`src/sv/lfsa_ram.sv`:
```
// Generic single-port-write, single-port-read RAM with a registered read.
// No dependencies; used for the occupancy map and the requester table.
`default_nettype none

module lfsa_ram #(
  parameter int WIDTH = 8,
  parameter int DEPTH = 16
) (
  input  wire logic                                        clk,
  input  wire logic                                        we,
  input  wire logic [((DEPTH > 1) ? $clog2(DEPTH) : 1)-1:0] waddr,
  input  wire logic [WIDTH-1:0]                            wdata,
  input  wire logic [((DEPTH > 1) ? $clog2(DEPTH) : 1)-1:0] raddr,
  output logic      [WIDTH-1:0]                            rdata
);

  logic [WIDTH-1:0] mem [DEPTH];

  // Write port.
  always_ff @(posedge clk) begin
    if (we) begin
      mem[waddr] <= wdata;
    end
  end

  // Read port, registered.
  always_ff @(posedge clk) begin
    rdata <= mem[raddr];
  end

endmodule

`default_nettype wire

```
`config.mk`:
```
export PLATFORM = sky130hd
export DESIGN_NAME = lfsa_ram
export DESIGN_NICKNAME = d
export VERILOG_FILES = /design/src/sv/lfsa_ram.sv
export SDC_FILE = /design/constraint.sdc
export NUM_CORES = 1
export LEC_CHECK = 0
export BUFFER_PORTS_ARGS = -buffer_cell sky130_fd_sc_hd__clkbuf_2
export CORE_ASPECT_RATIO = 0.9
export CORE_MARGIN = 10
export CORE_UTILIZATION = 45
export DETAILED_ROUTE_END_ITERATION = 8
export PLACE_DENSITY = 0.65
export SLEW_MARGIN = 20
export SYNTH_ARGS = -nofsm -noshare
export SYNTH_HDL_FRONTEND = slang
export SYNTH_SLANG_ARGS = --single-unit
```
`constraint.sdc`:
```
create_clock -name clk -period 2.2 [get_ports clk]
set_input_delay 0.11 -clock clk [delete_from_list [all_inputs] [get_ports clk]]
set_output_delay 0.11 -clock clk [all_outputs]
set_load 0.05 [all_outputs]
```
==> impl_metrics.tcl, run 1 <==
set metrics [dict create \
    status "complete, no violations" \
    rsz0062_at_grt "false" \
    die-area_um2 16100 \
    ios 26 \
    fin_area_um2 6160 \
    power.leakage_nw 2.10 \
    endpoint "rdata[1]$_DFF_P_" \
    hp-class "in -> reg" \
    drtAntennaViolNets 0 \
    hold_viol_final 0 \
    grt_pass1_wl_um 15300 \
    yosysSeqAreaShare 0.778 \
    initial_core_util 0.468 \
    r2r_start "mem[9][1]$_DFFE_PP_" \
    synth_area_leaders "edfxtp_1 75%, mux4_2 7.9%, mux4_1 7.1%" \
    clockBufferDepth 2 \
    clock_latency_ns 0.42 \
    clock_sinks 136 \
    finalPower_mw 6.03 \
    min_period_ns 1.35 \
    via_count 2382 \
    critical_path_arrival_ns 1.64 \
    overflow 0 \
    placed_cells 417 \
    cap_violations 0 \
    reg2regPathDepth 3 \
    crit_required_ns 2.49 \
    grt_max_degree 21 \
    grt_pass1_vias 2582 \
    htreeDepth 4 \
    p_switching_mw 1.24 \
    power.density_nw_per_um2 979 \
    placedInstanceArea_um2 5570 \
    chipHeight_um 121 \
    cts_hold_buf 0 \
    wl_met1_um 4310 \
    final_layout_size_suffix_gt1_frac 0.306 \
    place_hpwl_um 6160 \
    seq_power_share 0.484 \
    post_cts_buffers 0 \
    ys_ff_latch 136 \
    row_count 36 \
    antenna_found_initial 0 \
    yosysWarnings 0 \
    num_antenna_cells 0 \
    p_int_mw 4.79 \
    r2r_end "rdata[1]$_DFF_P_" \
    min_period_over_period 0.613 \
    setup_violations 0 \
    wl_per_cell_um 22.1 \
    initialDrtViolationCount 254 \
    synth_area_leader_cell "edfxtp_1" \
    clk_pin_slew_worst_paths_ns 0.06 \
    synth_cell_types 19 \
    stdcell_count 449 \
    max_slew_margin 0.521 \
    worst_pin_slew_ns 0.716 \
    grt_usage 0.131 \
    dieWidth_um 133 \
    crit_path_start_kind "flop" \
    top_layer_used "met4" \
    cts_tree "done" \
    numCtsBuffers 17 \
    postCtsResizedCells 0 \
    worstSetupPathType "reg -> reg" \
    syn_area_um2 5150 \
    rrSetupSlack_ns 0.85 \
    endpoint_kind "flop" \
    ir_worst_vdd_uv 591 \
    clkPwrFrac 0.462 \
    synth_top_area_share 0.747 \
    synth_nets 247 \
    wirelength_um 9900 \
    p_sw_frac 0.206 \
    synthCells 229 \
    fin_nets 302 \
    core_area_um2 11000 \
    wl_met3_um 716 \
    avgViaCountPerCell 5.31 \
    io_buffers 25 \
    fill_cells 854 \
    fmax_ghz 0.741 \
    power.share.combinational 0.054 \
    critPathMaxFanout 1 \
    drc 0 \
    finalWeightedCongestion 0.712 \
    drtPass1Iterations 4 \
    route.met2.wl_um 4830 \
    syn_avg_cell_area_um2 22.5 \
    finalSetupTns_ns 0 \
    cts.root.buffer_cell "clkbuf_16" \
    finClkSkew_ns 0.0128 \
    area_growth_pct 19.6 \
    crit_start "mem[9][1]$_DFFE_PP_" \
    slew_viol_final 0 \
]
critical path, cell delays in order (launching register included):
cell,delay [ns]
edfxtp_1,0.35
mux4_1,0.53
a22oi_1,0.27
nand2_1,0.09
final cells by class:
cell class	instances	area, um2	area share
clock buffer	19	433	0.0703
clock inverter	13	154	0.0250
sequential	136	4000	0.650
timing repair buffer	46	320	0.0520
multi-input combinational	83	1060	0.172
tap	152	190	0.0309
Yosys cell counts:
cell             number
a22oi_1              16
and2_1                1
and2b_1               1
buf_2                 3
buf_4                 1
buf_6                 3
clkdlybuf4s25_2       3
dfxtp_1               8
edfxtp_1            128
mux4_1               14
mux4_2               18
nand2_1               9
nand2b_1              2
nand3_1               1
nand3b_1              2
nor2_1               13
nor2b_1               1
nor3_1                4
or3b_2                1
worst min-delay path by stage:
stage / cells after the start / endpoint / startpoint
3_3_place_gp: 1 / mem[5][3]$_DFFE_PP_ / wdata[3]
4_1_cts: 1 / mem[3][2]$_DFFE_PP_ / wdata[2]
2_1_floorplan: 0 / mem[0][0]$_DFFE_PP_ / wdata[0]
6_report: 1 / mem[3][2]$_DFFE_PP_ / wdata[2]
3_5_place_dp: 1 / mem[4][2]$_DFFE_PP_ / wdata[2]
5_1_grt: 1 / mem[1][0]$_DFFE_PP_ / wdata[0]
through the flow:
| stage | setup slack (ns) | hold WS (ns) | util |
|---|---|---|---|
| 5_1_grt | 0.759 | 0.144 | 0.560 |
| 6_report | 0.851 | 0.113 | 0.560 |
| 3_5_place_dp | 0.492 | 0.553 | 0.507 |
| 4_1_cts | 0.798 | 0.117 | 0.560 |
| 2_1_floorplan | 0.597 | 0.209 | - |
| 3_3_place_gp | 0.526 | 0.537 | 0.507 |
logic make-up (layout without fill, tap and decap cells):
| kind of cell | Yosys count | in the layout | share of synthesized area |
|---|---|---|---|
| AO/OA/AOI/OAI | 16 | 16 | 0.0233 |
| buffers and inverters | 10 | 78 | 0.0168 |
| flip-flops | 136 | 136 | 0.778 |
| multiplexers | 32 | 32 | 0.150 |
| AND/OR/NAND/NOR | 35 | 35 | 0.0318 |
cell usage in the layout (no fill, tap or decap), drive strengths merged:
cell type	synthesis	routed
bufinv	0	3
buf	7	21
nor3	4	4
or3b	1	1
clkbuf	0	44
mux4	32	32
clkinv	0	6
nor2b	1	1
nand3	1	1
and2b	1	1
a22oi	16	16
and2	1	1
nor2	13	13
clkinvlp	0	3
edfxtp	128	128
dfxtp	8	8
inv	0	1
nand2	9	9
nand2b	2	2
nand3b	2	2
power groups by stage:
stage                     clock [mW]  sequential (mW)  combinational, mW
final                           2.78             2.92              0.326
after global placement             0             2.97              0.326
after detailed placement           0             2.97              0.331
after global routing            2.96             2.92              0.351
after CTS                       2.82             2.92              0.333
after floorplan                    0             3.02              0.147
state kept, by name, indices dropped and copies added (netlist names):
register / cells
mem: 128
rdata: 8
layer usage:
layer,track usage,up-vias
met2,0.194,74
li1,-,1082
met1,0.173,1221
met5,0,-
met4,0.0515,0
met3,0.0484,5
No activity file was read; power rests on OpenSTA's default activity.
==> run 2: changes to the inputs <==
- clock period: 2.2 -> 1.3 ns (I/O delays scaled with it)
==> run 2 against run 1 <==
Compared with the run above: combinational power grew 87%; global-route usage grew 0.61 points; die area is the same; worst setup slack lost 0.83 ns; via count grew 4.6%; register-to-register slack lost 0.83 ns; highest routed layer unchanged.
==> impl_metrics.tcl, run 2 (synthesized netlist as in run 1, its figures left out) <==
set metrics [dict create \
    initial_core_util 0.468 \
    fin_util 0.578 \
    hold_viol_final 0 \
    grt_pass1_vias 2702 \
    p_int_mw 8.82 \
    initialDrtViolationCount 288 \
    ir_worst_vdd_uv 1070 \
    drc 0 \
    wl_per_cell_um 22.6 \
    hold_slack_ns 0.0872 \
    pre_cts_slack_ns -0.237 \
    crit_required_ns 1.60 \
    drtPass1Iterations 4 \
    fin_area_um2 6350 \
    core_area_um2 11000 \
    numCtsBuffers 17 \
    power.density_nw_per_um2 1710 \
    area_growth_pct 23.4 \
    fmax_ghz 0.783 \
    finalWeightedCongestion 0.784 \
    cts_hold_buf 0 \
    power.share.combinational 0.056 \
    clock_sinks 136 \
    num_antenna_cells 0 \
    worstSetupPathType "reg -> reg" \
    met1_usage 0.185 \
    slew_viol_final 0 \
    die-area_um2 16100 \
    avgViaCountPerCell 5.38 \
    critPathMaxFanout 1 \
    regMostFlops "mem" \
    top_regs "mem (128), rdata (8)" \
    cap_violations 0 \
    setup_violations 0 \
    ios 26 \
    antenna_found_initial 0 \
    min_period_ns 1.28 \
    status "complete, no violations" \
    p_switching_mw 2.08 \
    endpoint_kind "flop" \
    crit_path_start_kind "flop" \
    clk_pin_slew_worst_paths_ns 0.06 \
    drtAntennaViolNets 0 \
    cts.root.buffer_cell "clkbuf_16" \
    fin_nets 316 \
    p_sw_frac 0.191 \
    place_hpwl_um 6900 \
    use_met3 0.0397 \
    hp-class "in -> reg" \
    wirelength_um 10400 \
    worst_pin_slew_ns 0.892 \
    placedInstanceArea_um2 5680 \
    clock_latency_ns 0.41 \
    finClkSkew_ns 0.00611 \
    overflow 0 \
    grt_usage 0.137 \
    placed_cells 431 \
    grt_busiest_layer "met2" \
    max_slew_margin 0.404 \
    largest_reg_flops 128 \
    rsz0062_at_grt "true" \
    most-common-layout-cells "128 x edfxtp_1, 32 x buf_4, 26 x mux4_2, 25 x clkbuf_2, 17 x clkbuf_16" \
    seq_power_share 0.453 \
    row_count 36 \
    dieWidth_um 133 \
    critical_path_arrival_ns 1.58 \
    finalPower_mw 10.9 \
    cts_tree "done" \
    chipHeight_um 121 \
    grt_pass1_wl_um 16200 \
    met2_usage 0.208 \
    layout_commonest_cell "edfxtp_1" \
    min_period_over_period 0.982 \
    via_count 2492 \
    final_layout_size_suffix_gt1_frac 0.395 \
    power.leakage_nw 2.19 \
    clkPwrFrac 0.491 \
    io_buffers 25 \
    htreeDepth 4 \
    post_cts_buffers 0 \
    grt_max_degree 17 \
    stdcell_count 463 \
    clockBufferDepth 2 \
    setup_ws_ns 0.0235 \
    finalSetupTns_ns 0 \
]
## run 2: timing repair
| action | CTS | global route |
|---|---|---|
| pin swaps | 3 | 5 |
| endpoints found under the hold margin | 0 | 0 |
| setup endpoints to repair | 7 | 8 |
| resized for setup | 11 | 5 |
## run 2: final timing paths
check / start / cells after the start / slack [ns] / endpoint
hold / removal: wdata[2] / 1 / 0.09 / mem[8][2]$_DFFE_PP_
setup / recovery: mem[11][3]$_DFFE_PP_ / 3 / 0.02 / rdata[3]$_DFF_P_
hold reg to reg: mem[12][6]$_DFFE_PP_ / 3 / 0.68 / rdata[6]$_DFF_P_
setup reg to reg: mem[11][3]$_DFFE_PP_ / 3 / 0.02 / rdata[3]$_DFF_P_
## run 2: power groups by stage
| stage | Clock [mW] | Combinational, mW | Sequential, mW |
|---|---|---|---|
| 2_1_floorplan | 0 | 0.249 | 5.12 |
| 3_3_place_gp | 0 | 0.585 | 5.02 |
| 3_5_place_dp | 0 | 0.593 | 5.03 |
| 4_1_cts | 5.40 | 0.615 | 4.94 |
| 5_1_grt | 5.61 | 0.661 | 4.95 |
| 6_report | 5.34 | 0.611 | 4.94 |
## run 2: critical path, cell delays in order, from the launching register on
cell      delay (ns)
edfxtp_1        0.37
mux4_2          0.49
a22oi_2         0.22
nand2_1         0.07
## run 2: metal layers
| metal | routed length, um | share of wire |
|---|---|---|
| met2 | 4920 | 0.47 |
| met3 | 623 | 0.060 |
| met5 | 0 | 0 |
| met4 | 173 | 0.017 |
| met1 | 4730 | 0.45 |
## run 2: cell type report
| class | count | area [um2] |
|---|---|---|
| Multi-Input combinational cell | 83 | 1070 |
| Timing Repair Buffer | 60 | 425 |
| Sequential cell | 136 | 4000 |
| Tap cell | 152 | 190 |
| Clock inverter | 10 | 198 |
| Fill cell | 836 | 4640 |
| Clock buffer | 22 | 464 |
