<file path="src/sv/lfsa_pkg.sv">
// Shared constants, types and helper functions of the lowest free slot allocator.
// Used by lfsa_occ and by lowest_free_slot_allocator_core; no dependencies.
`default_nettype none

package lfsa_pkg;

  // Sizing of the slot pool and of the requester table.
  localparam int NUM_SLOTS = 1024;
  localparam int NUM_IDS   = 4096;

  // Occupancy map organization: words of WORD_W slots each.
  localparam int WORD_W    = 32;
  localparam int BIT_W     = $clog2(WORD_W);
  localparam int NUM_WORDS = (NUM_SLOTS + WORD_W - 1) / WORD_W;
  localparam int WADDR_W   = (NUM_WORDS > 1) ? $clog2(NUM_WORDS) : 1;
  localparam int IDX_W     = WADDR_W + BIT_W;
  localparam int SLOT_W    = IDX_W + 1;

  // Requester table: one valid flag plus the held slot per id.
  localparam int ID_AW     = (NUM_IDS > 1) ? $clog2(NUM_IDS) : 1;
  localparam int TBL_W     = SLOT_W + 1;

  // Fixed field widths of the stream ports.
  localparam int ID_FW     = 12;
  localparam int OUT_FW    = 11;
  localparam int IN_DATA_W = 16;
  localparam int OUT_DATA_W = 40;
  localparam int OUT_USER_W = 2;

  // Request codes carried in the input tuser bit.
  localparam logic MODE_ACQUIRE = 1'b0;
  localparam logic MODE_RELEASE = 1'b1;

  // Commands from the controller to the occupancy unit.
  typedef struct packed {
    logic [WADDR_W-1:0] rd_addr;
    logic               we;
    logic [WADDR_W-1:0] wr_addr;
    logic [WORD_W-1:0]  wr_word;
  } occ_cmd_t;

  // Status from the occupancy unit to the controller.
  typedef struct packed {
    logic [WADDR_W-1:0] free_word;
    logic               any_free;
    logic [WADDR_W-1:0] top_word;
    logic               any_occ;
    logic [WORD_W-1:0]  rd_word;
  } occ_sts_t;

  // Position of the lowest clear bit of a word (0 if none).
  function automatic logic [BIT_W-1:0] low_zero(input logic [WORD_W-1:0] w);
    logic [BIT_W-1:0] r;
    r = '0;
    for (int i = WORD_W - 1; i >= 0; i--) begin
      if (!w[i]) r = BIT_W'(i);
    end
    return r;
  endfunction

  // Position of the highest set bit of a word (0 if none).
  function automatic logic [BIT_W-1:0] high_one(input logic [WORD_W-1:0] w);
    logic [BIT_W-1:0] r;
    r = '0;
    for (int i = 0; i < WORD_W; i++) begin
      if (w[i]) r = BIT_W'(i);
    end
    return r;
  endfunction

  // Bits of a word that lie beyond the last slot; they count as taken.
  function automatic logic [WORD_W-1:0] pad_mask(input logic [WADDR_W-1:0] wa);
    logic [WORD_W-1:0] m;
    m = '0;
    for (int b = 0; b < WORD_W; b++) begin
      if (int'(wa) * WORD_W + b >= NUM_SLOTS) m[b] = 1'b1;
    end
    return m;
  endfunction

  // Slot number fitted to the output field width.
  function automatic logic [OUT_FW-1:0] to_out(input logic [SLOT_W-1:0] s);
    logic [SLOT_W+OUT_FW-1:0] ext;
    ext = {{OUT_FW{1'b0}}, s};
    return ext[OUT_FW-1:0];
  endfunction

endpackage

`default_nettype wire

</file>
<file path="src/sv/lfsa_ram.sv">
// Generic single-port-write, single-port-read RAM with a registered read.
// No dependencies; used for the occupancy map and the requester table.
`default_nettype none

module lfsa_ram #(
  parameter int WIDTH = 8,
  parameter int DEPTH = 16
) (
  input  wire logic                                        clk,
  input  wire logic                                        we,
  input  wire logic [((DEPTH > 1) ? $clog2(DEPTH) : 1)-1:0] waddr,
  input  wire logic [WIDTH-1:0]                            wdata,
  input  wire logic [((DEPTH > 1) ? $clog2(DEPTH) : 1)-1:0] raddr,
  output logic      [WIDTH-1:0]                            rdata
);

  logic [WIDTH-1:0] mem [DEPTH];

  // Write port.
  always_ff @(posedge clk) begin
    if (we) begin
      mem[waddr] <= wdata;
    end
  end

  // Read port, registered.
  always_ff @(posedge clk) begin
    rdata <= mem[raddr];
  end

endmodule

`default_nettype wire

</file>
<file path="src/sv/lfsa_occ.sv">
// Occupancy map: a word-organized RAM plus per-word full and nonempty summaries.
// Depends on lfsa_pkg and lfsa_ram.
`default_nettype none

module lfsa_occ (
  input  wire logic              clk,
  input  wire logic              rst_n,
  input  wire lfsa_pkg::occ_cmd_t cmd,
  output lfsa_pkg::occ_sts_t     sts
);

  import lfsa_pkg::*;

  logic [NUM_WORDS-1:0] full_r;
  logic [NUM_WORDS-1:0] ne_r;
  logic [WADDR_W-1:0]   rd_addr_r;
  logic [WORD_W-1:0]    ram_q;

  lfsa_ram #(
    .WIDTH (WORD_W),
    .DEPTH (NUM_WORDS)
  ) u_ram (
    .clk   (clk),
    .we    (cmd.we),
    .waddr (cmd.wr_addr),
    .wdata (cmd.wr_word),
    .raddr (cmd.rd_addr),
    .rdata (ram_q)
  );

  // Summary bits follow every word write; an empty word need not be in the RAM.
  always_ff @(posedge clk) begin
    if (!rst_n) begin
      full_r <= '0;
      ne_r   <= '0;
    end else if (cmd.we) begin
      full_r[cmd.wr_addr] <= &(cmd.wr_word | pad_mask(cmd.wr_addr));
      ne_r[cmd.wr_addr]   <= |cmd.wr_word;
    end
  end

  always_ff @(posedge clk) begin
    rd_addr_r <= cmd.rd_addr;
  end

  // Read word, summaries, lowest word with a free slot and highest word with an
  // occupied slot. A word never written since it was last empty reads as all free.
  always_comb begin
    sts.rd_word   = ne_r[rd_addr_r] ? ram_q : '0;
    sts.any_free  = ~&full_r;
    sts.any_occ   = |ne_r;
    sts.free_word = '0;
    sts.top_word  = '0;
    for (int i = NUM_WORDS - 1; i >= 0; i--) begin
      if (!full_r[i]) sts.free_word = WADDR_W'(i);
    end
    for (int i = 0; i < NUM_WORDS; i++) begin
      if (ne_r[i]) sts.top_word = WADDR_W'(i);
    end
  end

endmodule

`default_nettype wire

</file>
<file path="config.mk">
export PLATFORM = sky130hd
export DESIGN_NAME = lfsa_occ
export DESIGN_NICKNAME = d
export VERILOG_FILES = /design/src/sv/lfsa_pkg.sv /design/src/sv/lfsa_ram.sv /design/src/sv/lfsa_occ.sv
export SDC_FILE = /design/constraint.sdc
export NUM_CORES = 1
export LEC_CHECK = 0
export BUFFER_PORTS_ARGS = -buffer_cell sky130_fd_sc_hd__buf_2
export CAP_MARGIN = 5
export CORE_MARGIN = 2
export CORE_UTILIZATION = 60
export DETAILED_ROUTE_END_ITERATION = 16
export PLACE_DENSITY = 0.79
export SYNTH_ARGS = -nofsm -noshare
export SYNTH_HDL_FRONTEND = slang
export SYNTH_SLANG_ARGS = --single-unit
</file>
<file path="constraint.sdc">
create_clock -name clk -period 3.3 [get_ports clk]
set_input_delay 0 -clock clk [delete_from_list [all_inputs] [get_ports clk]]
set_output_delay 0 -clock clk [all_outputs]
set_load 0.03 [all_outputs]
</file>
==> results.sh <==
export IMPL_synth_cell_area_mm2=0.0433
export IMPL_area_growth_pct=14.6
export IMPL_routedWlPerCell_um=35.3
export IMPL_synthTopCellsByCount="edfxtp_1, mux4_2, dfxtp_1"
export IMPL_clkTransAtPathRegs_ns=0.06
export IMPL_r2r_slack_ns=1.41
export IMPL_hp_class="primary input to flip-flop"
export IMPL_arrival_ns=3.01
export IMPL_synthTopCellsByArea="edfxtp_1, mux4_2, dfxtp_1"
export IMPL_first_pass_iters=7
export IMPL_yosysTopAreaCell="edfxtp_1"
export IMPL_criticalPathCategory="flip-flop to output pin"
export IMPL_io_pins=89
export IMPL_fin_nets=2226
export IMPL_synth_main_ff_cell="edfxtp_1"
export IMPL_finalCritPeriodShare_pct=91.2
export IMPL_avgSynthCellArea_um2=21.9
export IMPL_critPathCaptureType="output pin"
export IMPL_clockRootBuffer="clkbuf_16"
export IMPL_hold_viol=0
export IMPL_io_buffers=88
export IMPL_yosysWarningCount=0
export IMPL_floorplan_initialDensity_pct=60.5
export IMPL_worstMarginPinSlew_ns=1.11
export IMPL_status="complete, no violations"
export IMPL_worstPathCellList="buf_4 > mux2i_1 > mux4_2 > nand3b_1 > and4_4 > buf_12 > and2_1 > buf_2"
export IMPL_cap_viol_max_count=0
export IMPL_wl_met3_um=12100
export IMPL_grt_max_degree=70
export IMPL_dp_hpwl_um=53400
export IMPL_cp_num_buf_inv=3
export IMPL_fillers=4047
export IMPL_grt_setup_unrepaired="false"
export IMPL_max_stage_delay_ns=0.47
export IMPL_synth_fp_nets=2025
export IMPL_power_density_mw_per_mm2=607
export IMPL_wl_met2_um=57000
export IMPL_die_w_um=273
export IMPL_synth_edf_count=1024
export IMPL_vias_per_cell=6.96
export IMPL_min_period_ns=3.01
export IMPL_h_tree_depth=3
export IMPL_first_global_vias=23100
export IMPL_synth_distinct_cells=47
export IMPL_grt_ovfl_total=0
export IMPL_required_ns=3.30
export IMPL_place_area_mm2=0.0456
export IMPL_drv_slew=0
export IMPL_antenna_found_initial=1
export IMPL_fin_area_mm2=0.0496
export IMPL_gp_congestion=0.888
export IMPL_worstPathMaxFanout=17
export IMPL_setup_viol=0
export IMPL_synthArstFlopShare_pct=0
export IMPL_grt_util_all_layers_pct=31.5
export IMPL_rows=98
export IMPL_cts_made_buffers=106
export IMPL_cts_sinks=1125
export IMPL_grt_pass1_wl_um=164000
export IMPL_hold_slack_ns=0.0409
export IMPL_max_freq_ghz=0.332
export IMPL_drc=0
export IMPL_drt_initial_drc_count=3221
export IMPL_p_leak_nw=16.0
export IMPL_maxUsedRoutingLayer="met4"
export IMPL_routed_wirelength_um=114000
export IMPL_ys_seq_elements=1125
export IMPL_synth_top_cell_area_share_pct=71.1
export IMPL_syn_instance_count=1980
export IMPL_num_vias=22400
export IMPL_cp_slowest_cell="mux4_2"
export IMPL_insertion_delay_ns=0.67
export IMPL_finClkSkew_ns=0.0196
export IMPL_cts_tree="yes"
export IMPL_yosysMostFrequentCell="edfxtp_1"
export IMPL_core_area_mm2=0.0715
export IMPL_die_h_um=273
export IMPL_tns_ns=0
export IMPL_detail_route_antenna_nets=0
export IMPL_seq_area_frac_synth_pct=75.7
export IMPL_drive_gt1_share_pct=31.4
export IMPL_worstSetupStartpointType="flip-flop"
export IMPL_irDropWorstVdd_v=0.000538
export IMPL_die_area_mm2=0.0743
export IMPL_max_slew_margin_pct=25.7
export IMPL_clk_path_buf_depth=3
export IMPL_path_delay_family="simple AND/OR/NAND/NOR gates"
export IMPL_m1WireLength_um=38800
-- flip-flops by register name, indices dropped and copies added, names as in the netlist --
| signal | cells |
|---|---|
| full_r | 32 |
| u_ram.rdata | 32 |
| u_ram.mem | 1024 |
| ne_r | 32 |
| rd_addr_r | 5 |
-- per-layer routing --
| metal | vias up | track usage [%] |
|---|---|---|
| met3 | 335 | 6.09 |
| met4 | 0 | 15.1 |
| li1 | 8723 | - |
| met1 | 11700 | 41.6 |
| met5 | - | 0 |
| met2 | 1670 | 51.3 |
-- worst reg2reg max path: stages, from the launching register on --
cell and delay, ns:
edfxtp_1 0.43, mux4_2 0.53, mux4_2 0.51, mux2_2 0.31
-- placed cells by master (no fill, tap or decap), types with 3 or more instances in the layout --
cell type / count
dlygate4sd3_1: 35
nor3_1: 5
and2_1: 32
clkinv_2: 17
buf_4: 41
nand2_1: 71
o211a_1: 32
edfxtp_1: 1024
inv_1: 14
buf_2: 84
mux2i_1: 25
nor2_4: 32
nor2b_1: 11
nor2_1: 18
nand3b_1: 8
bufinv_16: 14
nand4_1: 16
nand3_1: 12
o21ai_0: 36
dfxtp_1: 101
clkbuf_1: 23
buf_12: 29
mux2_2: 32
clkbuf_8: 14
mux4_2: 324
clkinvlp_4: 6
or4_1: 4
nor4_1: 14
clkbuf_16: 108
a21oi_1: 13
a21boi_0: 26
clkinv_1: 12
or3b_2: 3
-- through the flow --
stage | power (W) | setup WS [ns] | utilization, % | std cells
final | 0.0301 | 0.290 | 69.3 | 3222
after global placement | 0.0176 | 0.900 | 63.8 | 2988
after detailed placement | 0.0177 | 0.822 | 63.8 | 2988
after CTS | 0.0302 | 0.0786 | 69.3 | 3221
after global routing | 0.0308 | 0.193 | 69.3 | 3221
after floorplan | 0.0170 | 0.659 | - | 1980
-- worst paths after layout --
path | endpoint | cells after the start | startpoint
setup / recovery | sts[29] | 8 | rd_addr_r[1]$_DFF_P_
hold / removal | rd_addr_r[4]$_DFF_P_ | 2 | cmd[42]
setup reg to reg | u_ram.rdata[4]$_DFF_P_ | 3 | u_ram.mem[7][4]$_DFFE_PP_
hold reg to reg | full_r[7]$_SDFFE_PN0P_ | 2 | full_r[7]$_SDFFE_PN0P_
-- cells by family (layout without fill, tap and decap cells) --
group                  count (synthesis)  in the layout  synth area share [%]
muxes                                381            381                  18.3
other                                  0              1                     0
DFF                                 1125           1125                  75.7
AOI/OAI and AO/OA                    125            125                  2.09
and+or+nand+nor                      237            237                  2.73
buffers and inverters                112            403                  1.15
-- area by class of cell --
cell class              instances  area [um^2]  share of cell area, %
flip-flops and latches       1125        32800                   66.1
clock buffers                 146         2990                   6.03
diodes                          1         2.50                0.00505
repair buffers                191         1690                   3.41
inverters                      14         52.6                  0.106
well taps                     950         1190                   2.40
multi-input cells             743        10200                   20.7
clock inverters                52          637                   1.28
-- report_power, final --
part	switching (W)	internal, W
clock	0.00526	0.00742
combinational	0.000913	0.000678
sequential	0.0000931	0.0158
-- what timing repair did --
action	4_1_cts	5_1_grt
hold buffers	35	0
resized for setup	0	1
buffers inserted	0	0
hold endpoints to repair	1027	0
endpoints found under the setup margin	0	1
Power figures use the tool's default switching activity.
